File: src/design/zgd_pkg.sv
// ----------------------------------------------------------------------------
// Zeckendorf decomposer package
// Widths, limits, controller state and the command and status records that
// pass between the controller and the datapath.
// ----------------------------------------------------------------------------
`default_nettype none

package zgd_pkg;

   localparam int VALUE_WIDTH         = 63;
   localparam int INDEX_WIDTH         = 7;
   localparam int FIB_ENTRIES_DEFAULT = 93;
   localparam int MAX_RESULTS         = 46;
   localparam int COUNT_WIDTH         = 6;

   typedef logic [VALUE_WIDTH-1:0] value_type;
   typedef logic [INDEX_WIDTH-1:0] index_type;
   typedef logic [COUNT_WIDTH-1:0] count_type;

   typedef enum logic [1:0] {
      ST_IDLE,
      ST_WALK,
      ST_FLUSH
   } state_type;

   // Commands from the controller to the datapath.
   typedef struct packed {
      logic load;
      logic step;
      logic flush;
   } cmd_type;

   // Status from the datapath to the controller.
   typedef struct packed {
      logic value_zero;
      logic hit;
      logic rem_zero_next;
      logic at_bottom;
      logic count_full;
      logic pend_valid;
      logic out_free;
   } status_type;

   // Fibonacci number at index k, used only to build start constants.
   function automatic value_type fib_at(input int unsigned k);
      value_type   a;
      value_type   b;
      value_type   t;
      int unsigned i;
      a = '0;
      b = value_type'(1);
      for (i = 0; i < k; i++) begin
         t = a + b;
         a = b;
         b = t;
      end
      return a;
   endfunction

endpackage

`default_nettype wire

File: src/design/zgd_controller.sv
// ----------------------------------------------------------------------------
// Zeckendorf decomposer controller
// Sequences accept, the downward walk and the final flush of each item.
// ----------------------------------------------------------------------------
`default_nettype none

module zgd_controller (
   input  wire logic               clock,
   input  wire logic               reset,
   input  wire logic               req_valid,
   output logic                    req_stall,
   input  wire zgd_pkg::status_type status,
   output zgd_pkg::cmd_type        cmd
);

   zgd_pkg::state_type state_ff;
   zgd_pkg::state_type state_in;

   always_ff @(posedge clock) begin
      if (reset) begin
         state_ff <= zgd_pkg::ST_IDLE;
      end else begin
         state_ff <= state_in;
      end
   end

   always_comb begin
      state_in  = state_ff;
      cmd       = '0;
      req_stall = 1'b1;
      unique case (state_ff)
         zgd_pkg::ST_IDLE: begin
            req_stall = 1'b0;
            if (req_valid) begin
               cmd.load = 1'b1;
               state_in = status.value_zero ? zgd_pkg::ST_FLUSH : zgd_pkg::ST_WALK;
            end
         end
         zgd_pkg::ST_WALK: begin
            // A hit must push the held term out, which needs a free output.
            cmd.step = !status.hit || !status.pend_valid || status.out_free;
            if (cmd.step && (status.at_bottom ||
                  (status.hit && (status.rem_zero_next || status.count_full)))) begin
               state_in = zgd_pkg::ST_FLUSH;
            end
         end
         zgd_pkg::ST_FLUSH: begin
            cmd.flush = status.out_free;
            if (status.out_free) begin
               state_in = zgd_pkg::ST_IDLE;
            end
         end
         default: begin
            state_in = zgd_pkg::ST_IDLE;
         end
      endcase
   end

endmodule

`default_nettype wire

File: src/design/zgd_datapath.sv
// ----------------------------------------------------------------------------
// Zeckendorf decomposer datapath
// Remainder, Fibonacci pair, held term and output register.
// ----------------------------------------------------------------------------
`default_nettype none

module zgd_datapath #(
   parameter int FIB_ENTRIES = zgd_pkg::FIB_ENTRIES_DEFAULT
) (
   input  wire logic                   clock,
   input  wire logic                   reset,
   input  wire zgd_pkg::cmd_type       cmd,
   output zgd_pkg::status_type         status,
   input  wire logic [62:0]            req_value,
   output logic                        rsp_valid,
   input  wire logic                   rsp_stall,
   output logic [62:0]                 rsp_term,
   output logic [6:0]                  rsp_term_index,
   output logic                        rsp_last_term,
   output logic                        rsp_empty_res
);

   localparam zgd_pkg::value_type START_CUR  = zgd_pkg::fib_at(FIB_ENTRIES - 1);
   localparam zgd_pkg::value_type START_PREV = zgd_pkg::fib_at(FIB_ENTRIES - 2);
   localparam zgd_pkg::index_type START_IDX  =
      zgd_pkg::index_type'(FIB_ENTRIES - 1);
   localparam zgd_pkg::count_type LAST_COUNT =
      zgd_pkg::count_type'(zgd_pkg::MAX_RESULTS - 1);

   zgd_pkg::value_type rem_ff, rem_in;
   zgd_pkg::value_type cur_ff, cur_in;
   zgd_pkg::value_type prev_ff, prev_in;
   zgd_pkg::index_type idx_ff, idx_in;
   zgd_pkg::count_type count_ff, count_in;

   zgd_pkg::value_type pend_term_ff, pend_term_in;
   zgd_pkg::index_type pend_idx_ff, pend_idx_in;
   logic               pend_empty_ff, pend_empty_in;
   logic               pend_valid_ff, pend_valid_in;

   logic               out_valid_ff, out_valid_in;
   zgd_pkg::value_type out_term_ff, out_term_in;
   zgd_pkg::index_type out_idx_ff, out_idx_in;
   logic               out_last_ff, out_last_in;
   logic               out_empty_ff, out_empty_in;

   logic [zgd_pkg::VALUE_WIDTH:0] diff;
   logic                          hit;
   logic                          out_free;

   assign diff     = {1'b0, rem_ff} - {1'b0, cur_ff};
   assign hit      = !diff[zgd_pkg::VALUE_WIDTH];
   assign out_free = !out_valid_ff || !rsp_stall;

   always_comb begin
      status               = '0;
      status.value_zero    = (req_value == '0);
      status.hit           = hit;
      status.rem_zero_next = (diff == '0);
      status.at_bottom     = (idx_ff == zgd_pkg::index_type'(1));
      status.count_full    = (count_ff == LAST_COUNT);
      status.pend_valid    = pend_valid_ff;
      status.out_free      = out_free;
   end

   always_comb begin
      rem_in        = rem_ff;
      cur_in        = cur_ff;
      prev_in       = prev_ff;
      idx_in        = idx_ff;
      count_in      = count_ff;
      pend_term_in  = pend_term_ff;
      pend_idx_in   = pend_idx_ff;
      pend_empty_in = pend_empty_ff;
      pend_valid_in = pend_valid_ff;
      out_valid_in  = out_valid_ff && rsp_stall;
      out_term_in   = out_term_ff;
      out_idx_in    = out_idx_ff;
      out_last_in   = out_last_ff;
      out_empty_in  = out_empty_ff;

      if (cmd.load) begin
         rem_in        = req_value;
         cur_in        = START_CUR;
         prev_in       = START_PREV;
         idx_in        = START_IDX;
         count_in      = '0;
         pend_term_in  = '0;
         pend_idx_in   = '0;
         pend_empty_in = (req_value == '0);
         pend_valid_in = (req_value == '0);
      end

      if (cmd.step) begin
         cur_in  = prev_ff;
         prev_in = cur_ff - prev_ff;
         idx_in  = idx_ff - zgd_pkg::index_type'(1);
         if (hit) begin
            rem_in        = diff[zgd_pkg::VALUE_WIDTH-1:0];
            count_in      = count_ff + zgd_pkg::count_type'(1);
            pend_term_in  = cur_ff;
            pend_idx_in   = idx_ff;
            pend_empty_in = 1'b0;
            pend_valid_in = 1'b1;
            if (pend_valid_ff) begin
               out_valid_in = 1'b1;
               out_term_in  = pend_term_ff;
               out_idx_in   = pend_idx_ff;
               out_last_in  = 1'b0;
               out_empty_in = pend_empty_ff;
            end
         end
      end

      if (cmd.flush) begin
         pend_valid_in = 1'b0;
         out_valid_in  = 1'b1;
         out_term_in   = pend_term_ff;
         out_idx_in    = pend_idx_ff;
         out_last_in   = 1'b1;
         out_empty_in  = pend_empty_ff;
      end
   end

   always_ff @(posedge clock) begin
      if (reset) begin
         rem_ff        <= '0;
         cur_ff        <= '0;
         prev_ff       <= '0;
         idx_ff        <= '0;
         pend_valid_ff <= 1'b0;
         out_valid_ff  <= 1'b0;
      end else begin
         rem_ff        <= rem_in;
         cur_ff        <= cur_in;
         prev_ff       <= prev_in;
         idx_ff        <= idx_in;
         pend_valid_ff <= pend_valid_in;
         out_valid_ff  <= out_valid_in;
      end
   end

   always_ff @(posedge clock) begin
      count_ff      <= count_in;
      pend_term_ff  <= pend_term_in;
      pend_idx_ff   <= pend_idx_in;
      pend_empty_ff <= pend_empty_in;
      out_term_ff   <= out_term_in;
      out_idx_ff    <= out_idx_in;
      out_last_ff   <= out_last_in;
      out_empty_ff  <= out_empty_in;
   end

   assign rsp_valid      = out_valid_ff;
   assign rsp_term       = out_term_ff;
   assign rsp_term_index = out_idx_ff;
   assign rsp_last_term  = out_last_ff;
   assign rsp_empty_res  = out_empty_ff;

endmodule

`default_nettype wire

File: src/design/zeckendorf_greedy_decompose.sv
// Each item is accepted in idle, walked down the Fibonacci indices (at most
// FIB_ENTRIES-1) until the remainder reaches zero, then its final beat is flushed
// to the output register. A new item is taken only once that flush is done. The
// single compare-subtract unit steps the Fibonacci pair downward one index a
// cycle, unless a stalled output holds back a term that must be pushed out.
// Reset (synchronous, active high) returns the controller to idle and clears beats.
// ----------------------------------------------------------------------------
// Zeckendorf greedy decomposer
// Splits a 63-bit value into non-consecutive Fibonacci terms, largest first,
// one result beat per term.
// ----------------------------------------------------------------------------
`default_nettype none

module zeckendorf_greedy_decompose #(
   parameter int FIB_ENTRIES = zgd_pkg::FIB_ENTRIES_DEFAULT
) (
   input  wire logic        clock,
   input  wire logic        reset,
   input  wire logic        req_valid,
   output logic             req_stall,
   input  wire logic [62:0] req_value,
   output logic             rsp_valid,
   input  wire logic        rsp_stall,
   output logic [62:0]      rsp_term,
   output logic [6:0]       rsp_term_index,
   output logic             rsp_last_term,
   output logic             rsp_empty_res
);

   // The controller and the datapath talk only through these two records.
   // The datapath holds the remainder and a consecutive Fibonacci pair, stepped
   // down one index per cycle unless stalled: (fib(i), fib(i-1)) becomes
   // (fib(i-1), fib(i) - fib(i-1)). The start pair is an elaboration constant.
   zgd_pkg::cmd_type    cmd;
   zgd_pkg::status_type status;

   // Each chosen term is parked in a holding register before it is emitted.
   // Only once the next term is found, or the walk ends, is it known whether
   // the parked term is the final one, so its last flag is settled then.
   // A zero input parks the empty result straight away and goes to the flush.
   // The walk also ends once the largest number of results has been found,
   // and terms beyond that are dropped.
   zgd_controller u_controller (
      .clock     (clock),
      .reset     (reset),
      .req_valid (req_valid),
      .req_stall (req_stall),
      .status    (status),
      .cmd       (cmd)
   );

   // The output register decouples the result side: the walk carries on while
   // a finished beat waits, and pauses only when a second term must be pushed.
   zgd_datapath #(
      .FIB_ENTRIES (FIB_ENTRIES)
   ) u_datapath (
      .clock          (clock),
      .reset          (reset),
      .cmd            (cmd),
      .status         (status),
      .req_value      (req_value),
      .rsp_valid      (rsp_valid),
      .rsp_stall      (rsp_stall),
      .rsp_term       (rsp_term),
      .rsp_term_index (rsp_term_index),
      .rsp_last_term  (rsp_last_term),
      .rsp_empty_res  (rsp_empty_res)
   );

   // An empty result is always the only, and therefore last, beat of its item.
   assert property (@(posedge clock) disable iff (reset)
      (rsp_valid && rsp_empty_res) |-> (rsp_last_term && rsp_term == '0))
      else $error("empty result without last flag or with a nonzero term");

   // A real term always names an index within the walked table.
   assert property (@(posedge clock) disable iff (reset)
      (rsp_valid && !rsp_empty_res) |->
         (rsp_term_index != '0 && 32'(rsp_term_index) < FIB_ENTRIES))
      else $error("term index outside the walked range");

   // Once an item is taken, no further item is accepted in the next cycle.
   assert property (@(posedge clock) disable iff (reset)
      (req_valid && !req_stall) |=> req_stall)
      else $error("input accepted while a walk is starting");

   // A term of one beat is never zero unless the beat is the empty result.
   assert property (@(posedge clock) disable iff (reset)
      (rsp_valid && !rsp_empty_res) |-> (rsp_term != '0))
      else $error("zero term in a non-empty result");

endmodule

`default_nettype wire
File: config.mk
export PLATFORM = sky130hd
export DESIGN_NAME = zeckendorf_greedy_decompose
export DESIGN_NICKNAME = d
export VERILOG_FILES = /design/src/design/zgd_pkg.sv /design/src/design/zgd_controller.sv /design/src/design/zgd_datapath.sv /design/src/design/zeckendorf_greedy_decompose.sv
export SDC_FILE = /design/constraint.sdc
export NUM_CORES = 1
export LEC_CHECK = 0
export BUFFER_PORTS_ARGS = -buffer_cell sky130_fd_sc_hd__buf_2
export CAP_MARGIN = 20
export CORE_AREA = 2 2 220 222
export DETAILED_ROUTE_END_ITERATION = 8
export DIE_AREA = 0 0 222 224
export MAX_ROUTING_LAYER = met4
export PLACE_DENSITY_LB_ADDON = 0.05
export SYNTH_ARGS = -nofsm -noshare
export SYNTH_HDL_FRONTEND = slang
export SYNTH_SLANG_ARGS = --single-unit
File: constraint.sdc
create_clock -name clock -period 5.2 [get_ports clock]
set_input_delay 0 -clock clock [delete_from_list [all_inputs] [get_ports clock]]
set_output_delay 0 -clock clock [all_outputs]
set_load 0.03 [all_outputs]
==> impl_metrics.py <==
metrics = {
    "run_status": {
        "outcome": "finished, violations left",
        "violations": "negative hold slack",
    },
    "clocking": {
        "cts_tree": "done",
        "clockBufferDepth": 3,
        "post_cts_resize_count": 0,
        "post_cts_buffers": 0,
        "clock_sinks": 349,
        "h-tree-depth": 2,
        "clock_latency_ns": 0.58,
        "cts_made_buffers": 41,
        "clkTransAtPathRegs_ns": 0.06,
        "cts-hold-fix-buffers": 65,
        "cts_root_buf": "clkbuf_16",
    },
    "placement": {
        "io_buffers": 140,
        "place_area_mm2": 0.02238,
        "gp_congestion": 0.9430,
        "hpwl_um": 52300,
    },
    "critical_path": {
        "r2r_end": "u_datapath.rsp_term[10]",
        "crit_fanout": 71,
        "cp-end-kind": "register",
        "reg2reg_from": "u_datapath.cur_ff[1]",
        "start_kind": "register",
        "arrival_ns": 5.15,
        "worstSetupPathType": "register to register",
        "rr_worst_depth": 14,
        "crit_required_ns": 5.41,
        "worstSetupEndpoint": "u_datapath.rsp_term[10]",
        "worst_path_max_delay_cell": "o31ai_1",
        "reg2reg_slack_ns": 0.26,
        "cp_common_cell": "a21oi_1",
        "slowest_delay_ns": 0.87,
        "cp-startpoint": "u_datapath.cur_ff[1]",
        "worstPathCellList": "inv_1 -> ha_1 -> nand2b_1 -> a21oi_1 -> a21oi_1 -> o31ai_1 -> o2111ai_1 -> nand3_1 -> a211oi_1 -> o21bai_2 -> and3_2 -> nand2_1 -> nand2b_4 -> buf_12",
    },
    "grt": {
        "grt_pass1_vias": 18610,
        "grt_pass1_wl_um": 108000,
        "gr-total-overflow": 0,
        "grt_start_max_net_pins": 111,
        "grtUsageTotal": 0.2835,
        "antenna_found_initial": 0,
    },
    "detailed_routing": {
        "wl_per_cell_um": 20.90,
        "first_iter_violations": 1393,
        "dr.pass1.iters": 7,
        "postRouteAntennaNets": 0,
        "avgViaCountPerCell": 5.950,
        "drc_errors": 0,
        "vias": 20010,
        "finalWirelength_um": 70300,
    },
    "cells_and_area": {
        "synthToLayoutAreaGrowth_pct": 15.86,
        "nets": 2914,
        "nFillCells": 4601,
        "final_layout_size_suffix_gt1_frac": 0.1055,
        "finalInstanceArea_mm2": 0.02444,
        "n_antenna_cell": 0,
        "multi_input_comb_area_mm2": 0.01220,
        "seq_area_mm2": 0.007697,
    },
    "timing": {
        "fin_crit_sh": 0.9500,
        "rsz0062_at_grt": "false",
        "clock_skew_ns": 0.01870,
        "setup_tns_ns": 0,
        "holdWs_ns": -0.002455,
        "setup_viol": 0,
        "finalMaxSlewViolations": 0,
        "max_slew_margin": 0.2885,
        "worstMarginPinSlew_ns": 1.058,
        "fin_crit_ns": 4.940,
        "hold_viol": 1,
        "max_freq_mhz": 202.4,
    },
    "die": {
        "io_pins": 141,
        "die_h_um": 224,
        "start_util": 0.4456,
        "row_count": 80,
        "die_x_um": 222,
        "dieArea_mm2": 0.04973,
        "coreArea_mm2": 0.04735,
    },
    "synth": {
        "synth_simple_gate_area_share": 0.2128,
        "synth_flop_cell": "dfxtp_1",
        "synth_seq_cells": 349,
        "synth-seq-area-share": 0.3648,
        "yosysWarnings": 0,
        "syn-mean-instance-area_um2": 8.153,
        "syn-num-nets": 2786,
        "synthArstFlopShare": 0,
        "synth_top_family_by_area": "compound AO/OA/AOI/OAI gates",
        "syn_inst": 2588,
        "synth_cell_types": 96,
        "synth-edff-count": 71,
        "syn_area_mm2": 0.02110,
        "synth_xor_area_frac": 0.04110,
        "synth-compound-area-share": 0.2389,
        "synth_adder_area_share": 0.07840,
        "synth_mux_area_frac": 0.004329,
    },
    "pwr": {
        "power.internal_mw": 10.33,
        "p_sw_mw": 10.02,
        "power.density_mw_per_mm2": 832.5,
        "p_seq_frac": 0.203,
        "switching_share": 0.4924,
        "leakagePower_nw": 9.830,
        "pwr-share-clk": 0.151,
        "peakVddDrop_v": 0.0003661,
        "combPwrFrac": 0.647,
    },
    "min_path": {
        "hold_path.class": "input pin to register",
    },
    "flow_run": {
        "cap_violations": 0,
    },
}
==> through the flow <==
step                      hold WS, ns    util  cells  power (mW)  setup WS (ns)
after global routing          0.04647  0.5163   3363       21.89        0.05221
after CTS                    0.001918  0.5163   3363       20.27         0.4231
after detailed placement       0.2857  0.4727   3223       17.08         0.4709
final                       -0.002455  0.5163   3363       20.35         0.2599
after floorplan                0.1566       -   2588       13.65         0.4113
after global placement         0.2841  0.4726   3222       17.05         0.4533
==> synth_stat cells (29+ instances only) <==
library cell / instances / area share
xnor2_1: 61 / 0.025
a211oi_1: 88 / 0.031
nand4_1: 35 / 0.010
edfxtp_1: 71 / 0.10
a21o_1: 71 / 0.025
and3_1: 34 / 0.010
nor2_1: 162 / 0.029
clkbuf_1: 108 / 0.019
buf_2: 30 / 0.0071
nor4_1: 29 / 0.0086
nand2_1: 304 / 0.054
inv_1: 158 / 0.028
nand3_1: 167 / 0.040
dfxtp_1: 278 / 0.26
o21ai_0: 130 / 0.031
xor2_1: 38 / 0.016
nor3_1: 79 / 0.019
ha_1: 129 / 0.076
a311oi_1: 72 / 0.030
a21oi_1: 202 / 0.048
==> worst min path at each step <==
stage               depth (start not counted)                    end  slack [ns]           from
finish                                      2   u_datapath.idx_ff[1]      -0.002          reset
CTS                                         2   u_datapath.idx_ff[1]       0.002          reset
global placement                            3  u_datapath.rem_ff[28]        0.28  req_value[28]
detailed placement                          3  u_datapath.rem_ff[16]        0.29  req_value[16]
floorplan                                   2   u_datapath.rem_ff[6]        0.16   req_value[6]
global route                                2   u_datapath.idx_ff[1]        0.05          reset
==> layer usage <==
layer | track usage | vias to the layer above | part of all wire
met5 | - | - | 0
met4 | 0.05907 | 0 | 0.018
met3 | 0.03056 | 81 | 0.051
met2 | 0.4271 | 512 | 0.44
met1 | 0.4106 | 9705 | 0.49
li1 | - | 9712 | -
==> critical path: cells and delay by family, from the launching register on <==
family / cells / cell delay (ns)
fa+ha+maj: 1 / 0.31
simple gates: 5 / 0.97
flops: 1 / 0.54
compound gates: 6 / 2.17
buf+inv: 2 / 0.44
==> sequential cells by signal, indices dropped and copies added (netlist names) <==
| signal | cells |
|---|---|
| u_controller.state_ff | 2 |
| u_datapath.count_ff | 6 |
| u_datapath.cur_ff | 63 |
| u_datapath.idx_ff | 7 |
| u_datapath.pend_empty_ff | 1 |
| u_datapath.pend_idx_ff | 7 |
| u_datapath.pend_term_ff | 63 |
| u_datapath.pend_valid_ff | 1 |
| u_datapath.prev_ff | 63 |
| u_datapath.rem_ff | 63 |
| u_datapath.rsp_empty_res | 1 |
| u_datapath.rsp_last_term | 1 |
| u_datapath.rsp_term | 63 |
| u_datapath.rsp_term_index | 7 |
| u_datapath.rsp_valid | 1 |
==> power groups by stage <==
stage,sequential [mW],combinational (mW),clock (mW)
finish,4.12,13.2,3.06
global route,4.21,14.4,3.23
CTS,4.12,13.0,3.13
detailed placement,4.17,12.9,0
global placement,4.14,12.9,0
floorplan,4.19,9.45,0
==> layout by cell type, fill, tap and decap left out, drive strengths merged, types with 73 or more instances in the layout <==
master	count
inv	161
o21ai	140
nand3	167
nor3	81
a311oi	73
nor2	163
a21oi	205
a211oi	90
nand2	304
ha	129
buf	181
dfxtp	278
==> layout make-up <==
type / instances / share of cell area
timing repair buffer: 246 / 0.07263
tap: 615 / 0.03148
sequential: 349 / 0.3149
clock inverter: 25 / 0.01285
inverter: 158 / 0.02426
clock buffer: 50 / 0.04499
multi-input combinational: 1920 / 0.4989
==> logic make-up after synthesis <==
family / count (synthesis)
xor+xnor: 99
simple gates: 931
mux: 9
fa+ha+maj: 131
flops: 349
buf+inv: 319
compound gates: 750
No activity file was read; power rests on OpenSTA's default activity.
